==> src/chc_pkg.sv <==
package chc_pkg;

  localparam int unsigned ENTRY_CAPACITY_DEF = 4096;
  localparam int unsigned NUM_BUCKETS_DEF    = 2048;

  typedef enum logic [2:0] {
    OP_LOOKUP = 3'd0,
    OP_ADD    = 3'd1,
    OP_INSERT = 3'd2,
    OP_READ   = 3'd3,
    OP_CLEAR  = 3'd4
  } opcode_t;

  typedef enum logic [1:0] {
    ST_OK        = 2'd0,
    ST_OVERFLOW  = 2'd1,
    ST_FULL      = 2'd2,
    ST_BAD_INDEX = 2'd3
  } status_t;

  localparam logic [63:0] MIX_C1 = 64'hbf58476d1ce4e5b9;
  localparam logic [63:0] MIX_C2 = 64'h94d049bb133111eb;

  // Classified operation handed from the front part to the back part.
  typedef struct packed {
    logic [2:0]  opcode;
    logic [31:0] key;
    logic [63:0] amount;
    logic [11:0] slot_index;
    logic [63:0] hash;
  } chc_op_t;

endpackage

==> src/chc_front.sv <==
// Hash unit: splitmix64 finalizer, each 64-bit multiply split into three 32x32
// partial products and a combining add.
module chc_front (
  input  logic             clk,
  input  logic             rst_n,
  input  logic             in_valid,
  output logic             in_ready,
  input  logic [2:0]       opcode,
  input  logic [31:0]      key,
  input  logic [63:0]      amount,
  input  logic [11:0]      slot_index,
  output logic             op_valid,
  input  logic             op_ready,
  output chc_pkg::chc_op_t op_data
);
  import chc_pkg::*;

  typedef enum logic [2:0] {S_IDLE, S_M1, S_M1B, S_M2, S_M2B, S_M2C, S_DONE} fstate_t;

  fstate_t     state_r;
  chc_op_t     op_r;
  logic [63:0] x_r;
  logic [63:0] acc_r;

  // Low 64 bits of a*b built from three 32x32 products, registered before the combining add.
  logic [63:0] mul_c;
  logic [63:0] lo_prod;
  logic [31:0] cross_a;
  logic [31:0] cross_b;
  logic [63:0] acc_sum;
  logic [63:0] x1;

  assign mul_c   = (state_r == S_M1) ? MIX_C1 : MIX_C2;
  assign lo_prod = {32'd0, x_r[31:0]} * {32'd0, mul_c[31:0]};
  assign cross_a = x_r[31:0] * mul_c[63:32];
  assign cross_b = x_r[63:32] * mul_c[31:0];
  assign acc_sum = acc_r + {x_r[63:32] + x_r[31:0], 32'd0};
  assign x1      = acc_r ^ (acc_r >> 27);

  assign in_ready = (state_r == S_IDLE);
  assign op_valid = (state_r == S_DONE);
  assign op_data  = op_r;

  always_ff @(posedge clk) begin
    if (!rst_n) begin
      state_r <= S_IDLE;
    end else begin
      unique case (state_r)
        S_IDLE: begin
          if (in_valid) begin
            op_r.opcode     <= opcode;
            op_r.key        <= key;
            op_r.amount     <= amount;
            op_r.slot_index <= slot_index;
            // key < 2^32 so x ^ (x >> 30) only touches low bits
            x_r     <= {32'd0, key} ^ ({32'd0, key} >> 30);
            state_r <= S_M1;
          end
        end
        S_M1: begin
          acc_r   <= lo_prod;
          x_r     <= {cross_a, cross_b};
          state_r <= S_M1B;
        end
        S_M1B: begin
          acc_r   <= acc_sum;
          state_r <= S_M2;
        end
        S_M2: begin
          x_r     <= x1;
          state_r <= S_M2B;
        end
        S_M2B: begin
          acc_r   <= lo_prod;
          x_r     <= {cross_a, cross_b};
          state_r <= S_M2C;
        end
        S_M2C: begin
          op_r.hash <= acc_sum ^ (acc_sum >> 31);
          state_r   <= S_DONE;
        end
        S_DONE: begin
          if (op_ready) state_r <= S_IDLE;
        end
        default: state_r <= S_IDLE;
      endcase
    end
  end
endmodule

==> config.mk <==
export PLATFORM = sky130hd
export DESIGN_NAME = chc_front
export DESIGN_NICKNAME = d
export VERILOG_FILES = /design/src/chc_pkg.sv /design/src/chc_front.sv
export SDC_FILE = /design/constraint.sdc
export NUM_CORES = 2
export LEC_CHECK = 0
export BUFFER_PORTS_ARGS = -buffer_cell sky130_fd_sc_hd__buf_2
export CAP_MARGIN = 20
export CORE_MARGIN = 2
export CORE_UTILIZATION = 52
export DETAILED_ROUTE_END_ITERATION = 10
export PLACE_DENSITY_LB_ADDON = 0.25
export SYNTH_ARGS = -nofsm -noshare
export SYNTH_HDL_FRONTEND = slang
export SYNTH_SLANG_ARGS = --single-unit
export TNS_END_PERCENT = 30
==> constraint.sdc <==
create_clock -name clk -period 11 [get_ports clk]
set_input_delay 2.75 -clock clk [delete_from_list [all_inputs] [get_ports clk]]
set_output_delay 2.75 -clock clk [all_outputs]
set_load 0.02 [all_outputs]
==> results.sh <==
export IMPL_status="completed"
export IMPL_synth_avg_cell_area_um2=10.5
export IMPL_routabilityCongestion=1.02
export IMPL_yosysWarnings=0
export IMPL_ctsHoldBuffers=0
export IMPL_hold_viol=0
export IMPL_initial_core_util_pct=52.2
export IMPL_grt_overflow=0
export IMPL_io_pins=292
export IMPL_post_cts_buffers=0
export IMPL_h_tree_depth=2
export IMPL_synth_top_family_by_area="adder cells"
export IMPL_synthXorXnorAreaFrac_pct=4.87
export IMPL_yosys_area_share_adder_pct=56.8
export IMPL_rows=124
export IMPL_crit_slowest_cell="nor2b_4"
export IMPL_rr_startpoint="state_r[0]$_SDFFE_PN0P_"
export IMPL_via_count=42400
export IMPL_synth_simple_gate_area_share_pct=5.43
export IMPL_cts_tree="yes"
export IMPL_io_buffers=291
export IMPL_crit_top_cell="fa_1"
export IMPL_synth_area_um2=59500
export IMPL_multi_input_area_um2=44500
export IMPL_synth_mux_area_fraction_pct=0.141
export IMPL_relSlewSlack_pct=20.9
export IMPL_rsz0062_at_grt="no"
export IMPL_netlist_area_leader_share_pct=39.3
export IMPL_synth_most_common_cell="inv_1"
export IMPL_synth_edf_count=303
export IMPL_max_cap_violations=0
export IMPL_slowest_delay_ns=0.81
export IMPL_setup_violations=0
export IMPL_grt_first_pass_wirelength_um=300000
export IMPL_die_w_um=342
export IMPL_layout_nets=8077
export IMPL_crit_end="acc_r[58]$_DFFE_PP_"
export IMPL_cp_top_family="adder cells"
export IMPL_synth_async_reset_ratio_pct=0
export IMPL_drt_pass1_iterations=8
export IMPL_cp_end_kind="register"
export IMPL_hp_class="register to register"
export IMPL_core_um2=114000
export IMPL_insertion_delay_ns=0.60
export IMPL_grt_start_max_net_pins=91
export IMPL_clkTransAtPathRegs_ns=0.06
export IMPL_fmax_ghz=0.0994
export IMPL_seqCellArea_um2=9160
export IMPL_cp_arrival_ns=10.41
export IMPL_routed_wirelength_um=205000
export IMPL_cts_sinks=306
export IMPL_ys_top_cells_by_count="inv_1 (1487), fa_1 (1169), ha_1 (831)"
export IMPL_seq_area_frac_synth_pct=15.4
export IMPL_ant_nets=0
export IMPL_wl_per_cell_um=27.3
export IMPL_crit_type="register to register"
export IMPL_hpwl_um=176000
export IMPL_dieArea_um2=117000
export IMPL_antenna_found_initial=4
export IMPL_crit_required_ns=11.34
export IMPL_period_needed_ns=10.06
export IMPL_area_delta_synth_final_pct=7.91
export IMPL_synthDistinctLibCells=76
export IMPL_layout_cells_non_filler=7505
export IMPL_yosys_top_cells_area="fa_1 (39%), ha_1 (17%), edfxtp_1 (15%)"
export IMPL_cts_resized=0
export IMPL_grt_usage_pct=35.8
export IMPL_max_clock_path_buffers=3
export IMPL_critPathLaunchType="register"
export IMPL_finalSetupTns_ns=0
export IMPL_clock_skew_ns=0.0638
export IMPL_drt_initial_drc_count=3921
export IMPL_vias_per_cell=5.65
export IMPL_syn_inst=5656
export IMPL_rr_worst_depth=27
export IMPL_worst_pin_slew_ns=1.19
export IMPL_yosys_area_top_type="fa_1"
export IMPL_finalMaxSlewViolations=0
export IMPL_yosys_register_bits=306
export IMPL_drive_gt1_share_pct=7.50
export IMPL_r2r_end="acc_r[58]$_DFFE_PP_"
export IMPL_cts_made_buffers=36
export IMPL_dp_cells=7435
export IMPL_layout_filler_cells=9977
export IMPL_fin_crit_sh_pct=91.5
export IMPL_synth_compound_area_share_pct=7.11
export IMPL_clock_root_buffer="clkbuf_16"
export IMPL_path_max_fanout=19
export IMPL_rrSetupSlack_ns=0.94
export IMPL_timing_critical_path_buf_inv=5
export IMPL_post_route_drc_count=0
export IMPL_ys_flop_type="edfxtp_1"
export IMPL_grt_pass1_vias=45100
export IMPL_worst_path_stages=27
export IMPL_die_h_um=342
export IMPL_crit_start="state_r[0]$_SDFFE_PN0P_"
## layer usage
layer / GRT usage (%) / wire length [um] / up-vias
met4: 23.0 / 16700 / 4
met3: 6.41 / 17500 / 569
met1: 45.4 / 77300 / 21500
li1: - / - / 18200
met2: 56.6 / 93600 / 2146
met5: 0 / 24 / -
## kinds of logic after synthesis
group / count (synthesis)
AND/OR/NAND/NOR: 718
AO/OA/AOI/OAI: 659
flip-flops: 306
buffers and inverters: 1632
other: 2
adder cells (fa/ha/maj): 2000
XOR/XNOR: 331
multiplexers: 8
## flip-flops by register name, summed over array words and instances, names as in the netlist
register / count
op_data: 175
acc_r: 64
state_r: 3
x_r: 64
## stage by stage
step	hold WS, ns	util, %	setup slack (ns)	cell area [um^2]
floorplan	0.564	-	2.62	59700
global placement	0.592	55.4	1.27	63100
detailed placement	0.588	55.4	1.07	63100
CTS	0.603	56.3	1.06	64200
global route	0.623	56.3	0.560	64300
finish	0.605	56.3	0.938	64300
## layout by cell type, fill, tap and decap left out, types with 6 or more instances in the layout
master and instances:
a211o_1 8, xnor2_1 205, xor2_1 126, a221o_1 9
clkinv_1 12, a22oi_1 25, nor2_1 182, o21ai_0 164
a31oi_1 20, a211oi_1 26, a21o_1 99, ha_1 831
conb_1 55, and3_1 17, a21oi_1 170, buf_4 61
nand4_1 20, nor3_1 26, buf_2 291, o211ai_1 10
or2_2 10, edfxtp_1 303, o31ai_1 10, a21boi_0 6
nand2_1 304, inv_1 1487, o21a_1 23, and2_1 20
nand3_1 35, nand2b_1 47, nor3b_1 6, inv_6 6
clkbuf_16 36, fa_1 1169, nor2b_1 16, o21bai_1 28
## final cells by class
cell class	instances	area share [%]
diodes	3	0.0117
repair buffers	355	3.08
flip-flops and latches	306	14.3
clock inverters	25	0.278
well taps	1512	2.94
inverters	1492	8.72
clock buffers	41	1.43
multi-input cells	3771	69.3
## how the worst min path moves through the flow
| stage | depth (start not counted) | endpoint | start |
|---|---|---|---|
| after detailed placement | 1 | op_data[8]$_DFFE_PP_ | acc_r[8]$_DFFE_PP_ |
| final | 1 | op_data[8]$_DFFE_PP_ | acc_r[8]$_DFFE_PP_ |
| after CTS | 1 | op_data[8]$_DFFE_PP_ | acc_r[8]$_DFFE_PP_ |
| after global placement | 1 | op_data[8]$_DFFE_PP_ | acc_r[8]$_DFFE_PP_ |
| after global routing | 1 | op_data[8]$_DFFE_PP_ | acc_r[8]$_DFFE_PP_ |
| after floorplan | 3 | state_r[1]$_SDFFE_PN0P_ | state_r[1]$_SDFFE_PN0P_ |
Power is left out: the tool's default activity adds up to more than one toggle a clock period on the data nets, which glitch-free logic cannot reach.
